$ cat src/hdl/lppd_pkg.sv
// lppd_pkg: shared types and constants for the length-prefixed pdu deframer
// no dependencies; used by the interfaces, the framing calc and the core
package lppd_pkg;

  // field widths fixed by the stream format
  localparam int unsigned POS_W  = 17;
  localparam int unsigned LEN_W  = 16;
  localparam int unsigned BYTE_W = 8;

  // default header size in bytes
  localparam int unsigned HEADER_BYTES_DEF = 24;

  // header byte positions holding the little-endian payload length
  localparam logic [POS_W-1:0] LEN_LO_POS = POS_W'(2);
  localparam logic [POS_W-1:0] LEN_HI_POS = POS_W'(3);

  // action codes
  localparam logic ACT_DATA = 1'b0;
  localparam logic ACT_GAP  = 1'b1;

  // one input transaction
  typedef struct packed {
    logic              action;
    logic              direction;
    logic [BYTE_W-1:0] data_byte;
  } in_item_t;

  // one result transaction
  typedef struct packed {
    logic              byte_valid;
    logic [BYTE_W-1:0] out_byte;
    logic              out_direction;
    logic              pdu_first;
    logic              pdu_last;
    logic [POS_W-1:0]  byte_offset;
    logic              pdu_abort;
  } out_item_t;

  // per-direction framing state
  typedef struct packed {
    logic [POS_W-1:0] pos;
    logic [LEN_W-1:0] len;
  } dir_state_t;

endpackage

$ cat src/hdl/lppd_if.sv
// lppd_if: valid/ready channel interfaces for input bytes and framed results
// depends on lppd_pkg for field widths
interface lppd_in_if;
  logic                         valid;
  logic                         ready;
  logic                         action;
  logic                         direction;
  logic [lppd_pkg::BYTE_W-1:0]  data_byte;

  modport source (output valid, output action, output direction, output data_byte,
                  input ready);
  modport sink   (input valid, input action, input direction, input data_byte,
                  output ready);
endinterface

interface lppd_out_if;
  logic                         valid;
  logic                         ready;
  logic                         byte_valid;
  logic [lppd_pkg::BYTE_W-1:0]  out_byte;
  logic                         out_direction;
  logic                         pdu_first;
  logic                         pdu_last;
  logic [lppd_pkg::POS_W-1:0]   byte_offset;
  logic                         pdu_abort;

  modport source (output valid, output byte_valid, output out_byte, output out_direction,
                  output pdu_first, output pdu_last, output byte_offset,
                  output pdu_abort, input ready);
  modport sink   (input valid, input byte_valid, input out_byte, input out_direction,
                  input pdu_first, input pdu_last, input byte_offset,
                  input pdu_abort, output ready);
endinterface

$ cat src/hdl/length_prefixed_pdu_deframer_core.sv
// length_prefixed_pdu_deframer_core: two-direction byte deframer, top level
// depends on lppd_pkg, lppd_if and lppd_frame_calc
// an input transaction passes through the input register and then the result register on its way to a result
// throughput: one byte per cycle, either direction, sustained while the sink takes results
// the per-direction position/length update is a single combinational step between registers
// reset (synchronous, rst_n low) clears both directions' position and length and empties both stages
module length_prefixed_pdu_deframer_core #(
  parameter int unsigned HEADER_BYTES = lppd_pkg::HEADER_BYTES_DEF
) (
  input  logic              clk,
  input  logic              rst_n,
  lppd_in_if.sink           in_ch,
  lppd_out_if.source        out_ch
);

  lppd_pkg::in_item_t    in_item_r;
  logic                  in_vld_r;
  lppd_pkg::out_item_t   out_item_r;
  logic                  out_vld_r;
  lppd_pkg::dir_state_t  st_r [2];

  lppd_pkg::dir_state_t  cur_st;
  lppd_pkg::dir_state_t  st_nxt;
  lppd_pkg::out_item_t   res;
  logic                  adv;
  logic                  in_take;

  // stage handshake
  assign adv         = in_vld_r && (!out_vld_r || out_ch.ready);
  assign in_ch.ready = !in_vld_r || adv;
  assign in_take     = in_ch.valid && in_ch.ready;

  // input register
  always_ff @(posedge clk) begin
    if (!rst_n) begin
      in_vld_r <= 1'b0;
    end else if (in_ch.ready) begin
      in_vld_r <= in_ch.valid;
    end
  end

  always_ff @(posedge clk) begin
    if (in_take) begin
      in_item_r.action    <= in_ch.action;
      in_item_r.direction <= in_ch.direction;
      in_item_r.data_byte <= in_ch.data_byte;
    end
  end

  // state of the item's direction
  assign cur_st = st_r[in_item_r.direction];

  lppd_frame_calc #(
    .HEADER_BYTES(HEADER_BYTES)
  ) u_calc (
    .item(in_item_r),
    .cur (cur_st),
    .res (res),
    .nxt (st_nxt)
  );

  // per-direction state update
  always_ff @(posedge clk) begin
    if (!rst_n) begin
      st_r[0] <= '0;
      st_r[1] <= '0;
    end else if (adv) begin
      st_r[in_item_r.direction] <= st_nxt;
    end
  end

  // result register
  always_ff @(posedge clk) begin
    if (!rst_n) begin
      out_vld_r <= 1'b0;
    end else if (adv) begin
      out_vld_r <= 1'b1;
    end else if (out_ch.ready) begin
      out_vld_r <= 1'b0;
    end
  end

  always_ff @(posedge clk) begin
    if (adv) begin
      out_item_r <= res;
    end
  end

  // output ports
  assign out_ch.valid         = out_vld_r;
  assign out_ch.byte_valid    = out_item_r.byte_valid;
  assign out_ch.out_byte      = out_item_r.out_byte;
  assign out_ch.out_direction = out_item_r.out_direction;
  assign out_ch.pdu_first     = out_item_r.pdu_first;
  assign out_ch.pdu_last      = out_item_r.pdu_last;
  assign out_ch.byte_offset   = out_item_r.byte_offset;
  assign out_ch.pdu_abort     = out_item_r.pdu_abort;

`ifndef SYNTHESIS
  // a processed gap leaves its direction at position zero
  a_gap_clears: assert property (@(posedge clk) disable iff (!rst_n)
    adv && (in_item_r.action == lppd_pkg::ACT_GAP)
    |=> st_r[$past(in_item_r.direction)].pos == '0)
    else $error("gap did not clear direction position");

  // a pdu end restarts its direction at position zero
  a_last_restarts: assert property (@(posedge clk) disable iff (!rst_n)
    adv && res.pdu_last |=> st_r[$past(in_item_r.direction)].pos == '0)
    else $error("pdu end did not restart position");

  // a processed item always lands in the result register
  a_adv_fills_out: assert property (@(posedge clk) disable iff (!rst_n)
    adv |=> out_vld_r && (out_item_r.out_direction == $past(in_item_r.direction)))
    else $error("result register not loaded");

  // an abort never comes with a valid byte
  a_abort_no_byte: assert property (@(posedge clk) disable iff (!rst_n)
    out_vld_r && out_item_r.pdu_abort |-> !out_item_r.byte_valid && !out_item_r.pdu_last)
    else $error("abort flagged on a data byte");
`endif

endmodule

$ cat src/hdl/lppd_frame_calc.sv
// lppd_frame_calc: combinational framing step for one byte of one direction
// depends on lppd_pkg; computes the result and the direction's next state
module lppd_frame_calc #(
  parameter int unsigned HEADER_BYTES = lppd_pkg::HEADER_BYTES_DEF
) (
  input  lppd_pkg::in_item_t   item,
  input  lppd_pkg::dir_state_t cur,
  output lppd_pkg::out_item_t  res,
  output lppd_pkg::dir_state_t nxt
);

  localparam logic [lppd_pkg::POS_W-1:0] HDR_END = lppd_pkg::POS_W'(HEADER_BYTES - 1);

  logic                         is_gap;
  logic [lppd_pkg::LEN_W-1:0]   len_upd;
  logic [lppd_pkg::POS_W-1:0]   end_pos;
  logic                         last;

  // capture length bytes from header positions two and three
  always_comb begin
    len_upd = cur.len;
    if (cur.pos == lppd_pkg::LEN_LO_POS) begin
      len_upd = {cur.len[lppd_pkg::LEN_W-1:8], item.data_byte};
    end else if (cur.pos == lppd_pkg::LEN_HI_POS) begin
      len_upd = {item.data_byte, cur.len[7:0]};
    end
  end

  // end of pdu: header end plus payload length, fits in the offset width
  assign is_gap  = (item.action == lppd_pkg::ACT_GAP);
  assign end_pos = HDR_END + lppd_pkg::POS_W'(len_upd);
  assign last    = (cur.pos >= HDR_END) && (cur.pos == end_pos);

  // result and next state
  always_comb begin
    res.out_direction = item.direction;
    if (is_gap) begin
      res.byte_valid  = 1'b0;
      res.out_byte    = '0;
      res.pdu_first   = 1'b0;
      res.pdu_last    = 1'b0;
      res.byte_offset = '0;
      res.pdu_abort   = (cur.pos != '0);
      nxt.pos         = '0;
      nxt.len         = '0;
    end else begin
      res.byte_valid  = 1'b1;
      res.out_byte    = item.data_byte;
      res.pdu_first   = (cur.pos == '0);
      res.pdu_last    = last;
      res.byte_offset = cur.pos;
      res.pdu_abort   = 1'b0;
      nxt.pos         = last ? '0 : cur.pos + lppd_pkg::POS_W'(1);
      nxt.len         = len_upd;
    end
  end

endmodule

$ cat src/flat_wrapper.sv
// flat-port wrapper written by rule: the top's interface ports become plain ports
module length_prefixed_pdu_deframer_core_flat 
#(
  parameter int unsigned HEADER_BYTES = lppd_pkg::HEADER_BYTES_DEF
)
  (clk, rst_n, in_ch_valid, in_ch_action, in_ch_direction, in_ch_data_byte, in_ch_ready, out_ch_valid, out_ch_byte_valid, out_ch_out_byte, out_ch_out_direction, out_ch_pdu_first, out_ch_pdu_last, out_ch_byte_offset, out_ch_pdu_abort, out_ch_ready);
  lppd_in_if in_ch_i ();
  lppd_out_if out_ch_i ();
  input  logic clk;
  input  logic rst_n;
  input wire logic [$bits(in_ch_i.valid)-1:0] in_ch_valid;
  input wire logic [$bits(in_ch_i.action)-1:0] in_ch_action;
  input wire logic [$bits(in_ch_i.direction)-1:0] in_ch_direction;
  input wire logic [$bits(in_ch_i.data_byte)-1:0] in_ch_data_byte;
  output wire logic [$bits(in_ch_i.ready)-1:0] in_ch_ready;
  output wire logic [$bits(out_ch_i.valid)-1:0] out_ch_valid;
  output wire logic [$bits(out_ch_i.byte_valid)-1:0] out_ch_byte_valid;
  output wire logic [$bits(out_ch_i.out_byte)-1:0] out_ch_out_byte;
  output wire logic [$bits(out_ch_i.out_direction)-1:0] out_ch_out_direction;
  output wire logic [$bits(out_ch_i.pdu_first)-1:0] out_ch_pdu_first;
  output wire logic [$bits(out_ch_i.pdu_last)-1:0] out_ch_pdu_last;
  output wire logic [$bits(out_ch_i.byte_offset)-1:0] out_ch_byte_offset;
  output wire logic [$bits(out_ch_i.pdu_abort)-1:0] out_ch_pdu_abort;
  input wire logic [$bits(out_ch_i.ready)-1:0] out_ch_ready;
  assign in_ch_i.valid = in_ch_valid;
  assign in_ch_i.action = in_ch_action;
  assign in_ch_i.direction = in_ch_direction;
  assign in_ch_i.data_byte = in_ch_data_byte;
  assign in_ch_ready = in_ch_i.ready;
  assign out_ch_valid = out_ch_i.valid;
  assign out_ch_byte_valid = out_ch_i.byte_valid;
  assign out_ch_out_byte = out_ch_i.out_byte;
  assign out_ch_out_direction = out_ch_i.out_direction;
  assign out_ch_pdu_first = out_ch_i.pdu_first;
  assign out_ch_pdu_last = out_ch_i.pdu_last;
  assign out_ch_byte_offset = out_ch_i.byte_offset;
  assign out_ch_pdu_abort = out_ch_i.pdu_abort;
  assign out_ch_i.ready = out_ch_ready;
  length_prefixed_pdu_deframer_core #(.HEADER_BYTES(HEADER_BYTES)) u_core (.clk(clk), .rst_n(rst_n), .in_ch(in_ch_i), .out_ch(out_ch_i));
endmodule
$ cat config.mk
export PLATFORM = sky130hd
export DESIGN_NAME = length_prefixed_pdu_deframer_core_flat
export DESIGN_NICKNAME = d
export VERILOG_FILES = /design/src/hdl/lppd_pkg.sv /design/src/hdl/lppd_if.sv /design/src/hdl/length_prefixed_pdu_deframer_core.sv /design/src/hdl/lppd_frame_calc.sv /design/src/flat_wrapper.sv
export SDC_FILE = /design/constraint.sdc
export NUM_CORES = 1
export LEC_CHECK = 0
export ABC_CLOCK_PERIOD_IN_PS = 4700
export CORE_MARGIN = 2
export CORE_UTILIZATION = 48
export CTS_CLUSTER_SIZE = 24
export DETAILED_ROUTE_END_ITERATION = 10
export DONT_BUFFER_PORTS = 1
export GPL_TIMING_DRIVEN = 0
export MAX_ROUTING_LAYER = met4
export PLACE_DENSITY_LB_ADDON = 0.15
export SLEW_MARGIN = 20
export SYNTH_ARGS = -nofsm -noshare
export SYNTH_HDL_FRONTEND = slang
export SYNTH_SLANG_ARGS = --single-unit
$ cat constraint.sdc
create_clock -name clk -period 4.7 [get_ports clk]
set_input_delay 0.94 -clock clk [delete_from_list [all_inputs] [get_ports clk]]
set_output_delay 0.94 -clock clk [all_outputs]
set_load 0.02 [all_outputs]
==> results of run 1 <==
[how the worst max path moves through the flow]
stage / end / depth (start not counted) / start / slack, ps
floorplan: u_core.st_r[0][32] / 22 / flop / 20
global placement: u_core.st_r[1][29] / 22 / flop / -840
detailed placement: u_core.st_r[1][29] / 22 / flop / -900
CTS: u_core.st_r[0][22] / 21 / flop / 10
global route: u_core.st_r[1][22] / 24 / flop / 60
finish: u_core.st_r[1][22] / 24 / flop / 270
[area by class of cell]
| type | instances | area, um^2 | area share |
|---|---|---|---|
| flip-flops and latches | 109 | 3240 | 0.474 |
| multi-input cells | 359 | 2600 | 0.380 |
| repair buffers | 21 | 234 | 0.0342 |
| clock buffers | 9 | 225 | 0.0329 |
| plain buffers | 24 | 223 | 0.0325 |
| well taps | 147 | 184 | 0.0269 |
| clock inverters | 7 | 90.1 | 0.0132 |
| inverters | 12 | 45.0 | 0.00658 |
[per-layer routing]
layer  wire length (um)  part of all wire  vias to the layer above
li1                   -                 -                     1908
met4                328             0.022                        0
met3                748             0.051                       22
met5                  0                 0                        -
met1               6630              0.45                     2013
met2               6960              0.47                      137
[placed cells by master (no fill, tap or decap), drive strengths merged, types with 3 or more instances in the layout]
cell type,count
a211oi,10
clkbuf,19
inv,12
nand4,3
nor4,12
a21oi,31
nand2,46
and2,6
ha,4
a21o,5
xnor2,23
nor2,70
buf,35
o21ai,8
clkinv,3
nor2b,13
or3,3
edfxtp,106
mux2i,42
mux2,15
dfxtp,3
o21a,3
nand3,6
nor4b,3
xor2,12
nor3,13
[cell families (layout without fill, tap and decap cells)]
family / after synthesis / in the layout / synth area share
XOR/XNOR: 35 / 35 / 0.0522
AND/OR/NAND/NOR: 186 / 186 / 0.156
flip-flops: 109 / 109 / 0.552
adder cells (fa/ha/maj): 4 / 4 / 0.00852
AO/OA/AOI/OAI: 77 / 77 / 0.0910
multiplexers: 57 / 57 / 0.107
buffers and inverters: 37 / 73 / 0.0341
[synth_stat cells (3+ instances only)]
master      n  area, um^2
nor2_1     70         263
clkbuf_1    9        33.8
a21o_1      5        37.5
xnor2_1    23         201
xor2_1     12         105
nand3_1     6        30.0
o21ai_0     8        40.0
ha_1        4        50.1
dfxtp_1     3        60.1
buf_6       7        78.8
mux2_2     15         169
buf_2       4        20.0
or3_1       3        18.8
inv_1      12        45.0
a211oi_1    9        67.6
mux2i_1    37         370
mux2i_2     3        41.3
buf_1       4        15.0
nor3_1     12        60.1
edfxtp_1  106        3180
nor4_1      9        56.3
nand4_1     3        18.8
nand2_1    46         173
a21oi_2    10        87.6
o21a_1      3        22.5
and2_1      6        37.5
nor2b_1    13        81.3
a21oi_1    21         105
[repair_timing]
action | CTS | global route
resized for setup | 19 | 32
cloned | 0 | 3
pin swaps | 2 | 7
buffers inserted | 5 | 10
setup endpoints to repair | 35 | 35
[report_power, final]
part / total [W] / leakage [nW] / internal, W / switching, W
clock: 0.000812 / 0.151 / 0.000464 / 0.000348
combinational: 0.000344 / 1.20 / 0.000135 / 0.000209
sequential: 0.00116 / 1.10 / 0.00112 / 0.0000447
[flip-flops by register name, summed over array words and instances (netlist names), named ones only]
signal / cells
u_core.out_ch.out_byte: 8
u_core.out_ch.byte_valid: 1
u_core.out_ch.valid: 1
u_core.in_vld_r: 1
u_core.out_ch.pdu_abort: 1
u_core.out_ch.byte_offset: 17
u_core.st_r: 66
u_core.in_item_r: 10
u_core.out_ch.pdu_last: 1
u_core.out_ch.out_direction: 1
u_core.out_ch.pdu_first: 1
[per-stage QoR]
stage / setup WS [ps] / setup TNS, ps
floorplan: 20.2 / 0
global placement: -845 / -89440
CTS: 14.1 / 0
finish: 266 / 0
global route: 55.8 / 0
detailed placement: -905 / -30200
[critical path: stages (launching register included)]
cell,delay (ps)
dfxtp_1,310
buf_6,140
buf_12,150
buf_8,150
nor2b_4,130
a21oi_2,60
inv_1,80
ha_1,140
inv_1,50
or4b_4,500
buf_12,160
buf_6,150
nand2_2,80
o21ai_4,70
ha_4,190
a21boi_4,180
xor2_2,190
mux2i_4,90
xnor2_1,140
nor4_2,240
nand3_1,180
nor4_4,350
buf_6,200
clkbuf_16,150
a211oi_1,60
==> impl_metrics.csv, run 1 <==
group,metric,value,unit
status,run_status,"finished clean",
finish,area_delta_synth_final,16.5,%
placed_design,placedCellCount,655,
detailed_routing,vias,4080,
sta,drv_slew,0,
yosys,ys_ff_latch,109,
sta,maxSlewHeadroom,0.429,
min_path,min_path_type,"flop to flop",
min_path,hold_start,"u_core.in_vld_r",
floorplanning,coreArea,0.0120,mm^2
finish,layout-drive-gt1-share,0.196,
power_and_ir_drop,ir_drop,177,uV
grt,grt_use_met1,0.312,
placed_design,dp_hpwl,10.1,mm
sta,period_needed,4430,ps
grt,grt_pass1_wl,22.4,mm
worst_setup_path,required,4790,ps
sta,hold_violations,0,
placed_design,gp_congestion,0.853,
finish,finish.net_count,554,
floorplanning,num_io_pins,46,
worst_setup_path,r2r_cells,24,
sta,holdWs,534,ps
power_and_ir_drop,powerDensity,339,mW/mm^2
yosys,syn_area_per_cell,11.6,um^2
grt,track_usage,0.238,
sta,fmax,226,MHz
clock_network,cts_buffer_depth,2,
floorplanning,dieHeight,115,um
grt,grt-busiest-layer,"met2",
finish,n_antenna_cell,0,
min_path,hold_path_end,"u_core.out_ch.valid",
finish,design_area,0.00684,mm^2
grt,grt_use_met2,0.368,
detailed_routing,ant_nets,0,
detailed_routing,drt-vias-per-instance,5.93,
floorplanning,initial_core_util,0.491,
detailed_routing,first_pass_iters,5,
worst_setup_path,path_max_fanout,10,
yosys,synth-edff-count,106,
sta,finalCritPeriodShare,0.943,
yosys,synth.distinct_cells,55,
detailed_routing,drc,0,
clock_network,cts_tree,"done",
yosys,netlist_instances,505,
floorplanning,die_w,115,um
yosys,syn_area,0.00587,mm^2
sta,skew,9.97,ps
min_path,holdPathStages,1,
yosys,syn_nets,523,
finish,instances_no_fill,688,
finish,utilization,0.572,
clock_network,cts_num_sinks,109,
floorplanning,die_area,0.0131,mm^2
clock_network,htree_num_levels,3,
power_and_ir_drop,power.leakage,2.45,nW
job,maxCapViolations,0,
clock_network,clkTransAtPathRegs,70,ps
grt,grt.met3_usage,0.0413,
clock_network,clk_latency,360,ps
grt,grt-ovfl-total,0,
worst_setup_path,r2r_slack,270,ps
detailed_routing,drt_iter0_drc,250,
yosys,dominantRegCellSynth,"edfxtp_1",
clock_network,cts_hold_buf,0,
floorplanning,num_rows,40,
yosys,yosysWarnings,0,
worst_setup_path,reg2reg_to,"u_core.st_r[1][22]",
grt,grt_max_degree,26,
grt,grt_pass1_vias,4089,
detailed_routing,wl_per_cell,21.3,um
yosys,synth-async-reset-ratio,0,
power_and_ir_drop,finalPower,0.00232,W
worst_setup_path,start_kind,"flop",
detailed_routing,routed_wl,14.7,mm
worst_setup_path,critPathKind,"flop to flop",
grt,antenna_found_initial,0,
finish,fill_cells,992,
worst_setup_path,worst_ep_arrival_time,4520,ps
clock_network,cts-root-buf,"clkbuf_16",
sta,worst_pin_slew,833,ps
sta,rsz0062_at_grt,"false",
placed_design,place_area,0.00615,mm^2
sta,finalSetupViolCount,0,
worst_setup_path,critPathCaptureType,"flop",
yosys,synth_seq_area_share,0.552,
clock_network,numCtsBuffers,9,
placed_design,port_buffers,0,
Power figures use the tool's default switching activity.
==> inputs of run 2 (changes only) <==
--- a/config.mk
+++ b/config.mk
@@ -5,7 +5,8 @@
 export SDC_FILE = /design/constraint.sdc
 export NUM_CORES = 1
 export LEC_CHECK = 0
-export ABC_CLOCK_PERIOD_IN_PS = 4700
+export ABC_CLOCK_PERIOD_IN_PS = 4960
+export CAP_MARGIN = 20
 export CORE_MARGIN = 2
 export CORE_UTILIZATION = 48
 export CTS_CLUSTER_SIZE = 24
==> constraint.sdc (replaced) <==
create_clock -name clk -period 4.96 [get_ports clk]
set_input_delay 0.992 -clock clk [delete_from_list [all_inputs] [get_ports clk]]
set_output_delay 0.992 -clock clk [all_outputs]
set_load 0.02 [all_outputs]
==> impl_metrics.csv, run 2 (synthesized netlist as in run 1, its figures left out) <==
group,metric,value,unit
finish,finish.net_count,542,
floorplanning,die_w,115,um
worst_setup_path,cp.depth,21,
detailed_routing,vias,4021,
finish,layout_commonest_cell,"edfxtp_1",
worst_setup_path,required,5060,ps
worst_setup_path,cp_top_family,"buffers and inverters",
worst_setup_path,slowest_stage,"or4b_1",
grt,grt.met3_usage,0.0323,
sta,fmax,210,MHz
finish,design_area,0.00657,mm^2
sta,worst_pin_slew,859,ps
min_path,min_path_type,"flop to flop",
status,run_status,"finished clean",
sta,finalCritPeriodShare,0.959,
detailed_routing,routed_wl,14.4,mm
worst_setup_path,path_max_fanout,18,
grt,grt_pass1_wl,22.8,mm
worst_setup_path,start_kind,"flop",
clock_network,numCtsBuffers,9,
placed_design,post-place-ws,-1200,ps
power_and_ir_drop,p_sw_frac,0.272,
clock_network,cts_buffer_depth,2,
min_path,hold_start,"u_core.in_vld_r",
detailed_routing,drt_iter0_drc,295,
grt,grt_max_degree,27,
floorplanning,num_rows,40,
sta,holdWs,521,ps
power_and_ir_drop,p_int,0.00151,W
clock_network,cts_hold_buf,0,
grt,grt_use_met2,0.367,
finish,fill_cells,1023,
power_and_ir_drop,clkPwrFrac,0.323,
finish,n_antenna_cell,0,
grt,grt-busiest-layer,"met2",
worst_setup_path,slowest_delay,530,ps
worst_setup_path,r2r_cells,21,
grt,grt_pass1_vias,4092,
power_and_ir_drop,p_switching,0.000567,W
finish,layout_common_cells,"edfxtp_1 (106), nor2_1 (70), nand2_1 (44)",
sta,rsz0062_at_grt,"false",
placed_design,gp_congestion,0.860,
finish,area_delta_synth_final,11.9,%
grt,antenna_found_initial,0,
detailed_routing,wl_per_cell,21.4,um
clock_network,htree_num_levels,3,
sta,drv_slew,0,
power_and_ir_drop,powerDensity,316,mW/mm^2
detailed_routing,first_pass_iters,7,
worst_setup_path,path_cells,"buf_12 -> buf_8 -> buf_8 -> mux2i_4 -> ha_1 -> inv_1 -> or4b_1 -> buf_6 -> buf_6 -> nand2_1 -> o21ai_1 -> ha_2 -> a21boi_2 -> o21ai_0 -> mux2i_2 -> buf_4 -> mux2i_1 -> a22oi_1 -> a211oi_4 -> clkbuf_4 -> a21oi_1",
power_and_ir_drop,power.leakage,2.33,nW
sta,finalSetupViolCount,0,
grt,track_usage,0.242,
finish,utilization,0.549,
clock_network,cts_tree,"done",
power_and_ir_drop,comb_power_share,0.147,
placed_design,place_area,0.00614,mm^2
min_path,holdPathStages,1,
sta,final.setup.worst_slack,205,ps
sta,skew,8.60,ps
worst_setup_path,path_buf_inv,8,
detailed_routing,ant_nets,0,
floorplanning,coreArea,0.0120,mm^2
power_and_ir_drop,p_seq_frac,0.530,
floorplanning,num_io_pins,46,
placed_design,dp_hpwl,10.0,mm
floorplanning,dieHeight,115,um
placed_design,port_buffers,0,
floorplanning,die_area,0.0131,mm^2
finish,layout-drive-gt1-share,0.166,
floorplanning,initial_core_util,0.491,
finish,largest_register,"u_core.st_r",
finish,largest_reg_flops,66,
grt,grt_use_met1,0.327,
detailed_routing,drc,0,
clock_network,cts_num_sinks,109,
detailed_routing,drt-vias-per-instance,5.95,
worst_setup_path,critPathCaptureType,"flop",
sta,period_needed,4750,ps
worst_setup_path,critPathKind,"flop to flop",
job,maxCapViolations,0,
worst_setup_path,worst_ep_arrival_time,4860,ps
clock_network,clk_latency,360,ps
clock_network,cts-root-buf,"clkbuf_16",
power_and_ir_drop,ir_drop,191,uV
grt,grt-ovfl-total,0,
clock_network,clkTransAtPathRegs,70,ps
sta,maxSlewHeadroom,0.427,
sta,hold_violations,0,
-- run 2: cell types whose count changed in the layout (fill, tap and decap cells not counted), sizes merged --
cell,before,now
bufinv,2,0
inv,12,13
buf,35,24
-- run 2: power groups by stage --
stage	registers, W	logic, W	clock network (W)
2_1_floorplan	0.00111	0.000207	0
3_3_place_gp	0.00112	0.000272	0
3_5_place_dp	0.00112	0.000284	0
4_1_cts	0.00110	0.000298	0.000681
5_1_grt	0.00111	0.000332	0.000713
6_report	0.00110	0.000305	0.000672
-- run 2: area by class of cell --
type	instances	area, um^2	share of cell area
inverter	12	45.0	0.00685
buffer	24	186	0.0284
timing repair buffer	9	116	0.0177
multi-input combinational	359	2530	0.385
clock buffer	10	229	0.0348
clock inverter	6	38.8	0.00590
tap	147	184	0.0280
sequential	109	3240	0.494
-- run 2: per-stage QoR --
step	setup TNS [ps]	total power, W	cells
final	0	0.00208	676
after global routing	0	0.00215	676
after CTS	0	0.00208	675
after detailed placement	-36020	0.00140	655
after global placement	-72420	0.00139	652
after floorplan	0	0.00132	505
-- run 2: worst reg2reg max path, cell delays in order (launching register included) --
cell and delay [ps]:
dfxtp_1 360, buf_12 170, buf_8 190, buf_8 200, mux2i_4 260, ha_1 170, inv_1 50, or4b_1 530
buf_6 180, buf_6 160, nand2_1 50, o21ai_1 90, ha_2 230, a21boi_2 160, o21ai_0 110, mux2i_2 300
buf_4 190, mux2i_1 200, a22oi_1 130, a211oi_4 340, clkbuf_4 320, a21oi_1 90
-- run 2: path summary, 6_finish.rpt --
kind	to	slack [ps]
max	u_core.st_r[1][30]	210
min	u_core.out_ch.valid	520
max reg2reg	u_core.st_r[1][30]	210
min reg2reg	u_core.out_ch.valid	520
-- run 2: layer usage --
metal  wire (um)  up-vias
met3         830       21
met5           0        -
li1            -     1884
met4         314        0
met1        6460     1972
met2        6840      144
-- run 2: timing repair --
action | CTS | global route
pin swaps | 3 | 3
resized for setup | 16 | 15
buffers inserted | 4 | 2
setup endpoints to repair | 35 | 35
==> inputs of run 3 (changes only) <==
--- a/config.mk
+++ b/config.mk
@@ -8,7 +8,7 @@
 export ABC_CLOCK_PERIOD_IN_PS = 4960
 export CAP_MARGIN = 20
 export CORE_MARGIN = 2
-export CORE_UTILIZATION = 48
+export CORE_UTILIZATION = 35
 export CTS_CLUSTER_SIZE = 24
 export DETAILED_ROUTE_END_ITERATION = 10
 export DONT_BUFFER_PORTS = 1
==> impl_metrics.csv, run 3 (synthesized netlist as in run 1, its figures left out) <==
group,metric,value,unit
status,run_status,"finished clean",
finish,n_antenna_cell,0,
floorplanning,dieHeight,134,um
detailed_routing,wl_per_cell,19.9,um
clock_network,cts-root-buf,"clkbuf_16",
detailed_routing,drt-vias-per-instance,5.26,
floorplanning,die_w,134,um
sta,maxSlewHeadroom,0.420,
placed_design,place_area,0.00624,mm^2
power_and_ir_drop,powerDensity,321,mW/mm^2
floorplanning,coreArea,0.0165,mm^2
grt,antenna_found_initial,0,
worst_setup_path,path_max_fanout,10,
worst_setup_path,required,5040,ps
finish,layout_common_cells,"edfxtp_1 (106), nor2_1 (70), nand2_1 (44)",
floorplanning,num_io_pins,46,
job,maxCapViolations,0,
finish,utilization,0.410,
finish,instances_no_fill,753,
min_path,min_path_type,"flop to flop",
clock_network,numCtsBuffers,9,
finish,finish.net_count,546,
detailed_routing,first_pass_iters,5,
grt,track_usage,0.180,
floorplanning,initial_core_util,0.357,
worst_setup_path,critPathCaptureType,"flop",
clock_network,clk_latency,360,ps
sta,finalSetupViolCount,0,
finish,area_delta_synth_final,15.0,%
worst_setup_path,start_kind,"flop",
sta,worst_pin_slew,870,ps
sta,holdWs,531,ps
clock_network,htree_num_levels,3,
placed_design,port_buffers,0,
grt,grt_pass1_wl,23.3,mm
sta,skew,10.1,ps
sta,period_needed,4710,ps
grt,grt-ovfl-total,0,
sta,drv_slew,0,
worst_setup_path,worst_ep_arrival_time,4790,ps
detailed_routing,ant_nets,0,
clock_network,cts_tree,"done",
detailed_routing,drt_iter0_drc,204,
placed_design,dp_hpwl,10.8,mm
finish,design_area,0.00675,mm^2
detailed_routing,routed_wl,15.0,mm
finish,layout_commonest_cell,"edfxtp_1",
clock_network,clkTransAtPathRegs,70,ps
sta,hold_violations,0,
detailed_routing,drc,0,
placed_design,gp_congestion,0.824,
finish,layout-drive-gt1-share,0.174,
finish,largest_reg_flops,66,
placed_design,placedCellCount,728,
sta,finalCritPeriodShare,0.949,
grt,grt_max_degree,28,
clock_network,cts_buffer_depth,2,
worst_setup_path,critPathKind,"flop to flop",
detailed_routing,vias,3958,
clock_network,cts_hold_buf,0,
floorplanning,die_area,0.0178,mm^2
power_and_ir_drop,power.leakage,2.37,nW
finish,largest_register,"u_core.st_r",
power_and_ir_drop,ir_drop,157,uV
clock_network,cts_num_sinks,109,
floorplanning,num_rows,47,
sta,fmax,212,MHz
grt,grt_pass1_vias,3963,
## run 3: cell count changes in the layout (fill, tap and decap cells not counted), moves of 3 or more
cell,delta
buf_4,+5
buf_8,-3
buf_6,+4
clkinv_2,-3
## run 3: cell type report
type | instances | area, um^2
Sequential cell | 109 | 3240
Multi-Input combinational cell | 359 | 2530
Clock buffer | 12 | 256
Fill cell | 1578 | 9710
Tap cell | 220 | 275
Buffer | 24 | 189
Inverter | 12 | 45.0
Timing Repair Buffer | 13 | 154
Clock inverter | 4 | 55.1
## run 3: final timing paths
| path | end | slack (ps) | depth (start not counted) | start |
|---|---|---|---|---|
| setup / recovery | u_core.st_r[1][22] | 250 | 23 | flop |
| hold / removal | u_core.out_ch.out_direction | 530 | 0 | u_core.in_item_r[8] |
| setup reg to reg | u_core.st_r[1][22] | 250 | 23 | flop |
| hold reg to reg | u_core.out_ch.out_direction | 530 | 0 | u_core.in_item_r[8] |
## run 3: per-stage QoR
step	setup slack, ps	setup TNS (ps)	power, W
final	252	0	0.00217
after floorplan	13.0	0	0.00132
after detailed placement	-1300	-42400	0.00141
after global routing	-16.9	-41.8	0.00225
after global placement	-1250	-93120	0.00140
after CTS	8.26	0	0.00217
## run 3: layer usage
metal	part of all wire	global-route usage	routed length, um	up-vias
met4	0.031	0.0768	466	0
met3	0.033	0.0320	497	25
met5	0	-	0	-
met1	0.46	0.228	6870	1950
li1	-	-	-	1894
met2	0.48	0.286	7140	89
## run 3: repair_timing
item,4_1_cts,5_1_grt
buffers inserted,5,5
setup endpoints to repair,35,35
pin swaps,3,1
resized for setup,16,23
## run 3: worst max-delay path, stage by stage, from the launching register on
cell and delay [ps]:
dfxtp_1 320, buf_6 140, buf_6 160, buf_4 210
nor2b_2 160, a21oi_2 80, inv_1 80, ha_1 140
inv_1 50, or4b_1 540, buf_6 190, buf_6 150
o21ai_2 200, ha_1 290, a21oi_2 100, xnor2_1 250
mux2i_4 110, xnor2_1 140, nor4_2 250, nand3_1 160
nor4_4 280, buf_6 180, buf_6 140, a211oi_1 90
## run 3: report_power, final
group | switching (W) | internal [W] | leakage (nW) | total [W]
Clock | 0.000330 | 0.000422 | 0.149 | 0.000752
Combinational | 0.000192 | 0.000121 | 1.13 | 0.000313
Sequential | 0.0000438 | 0.00106 | 1.10 | 0.00110
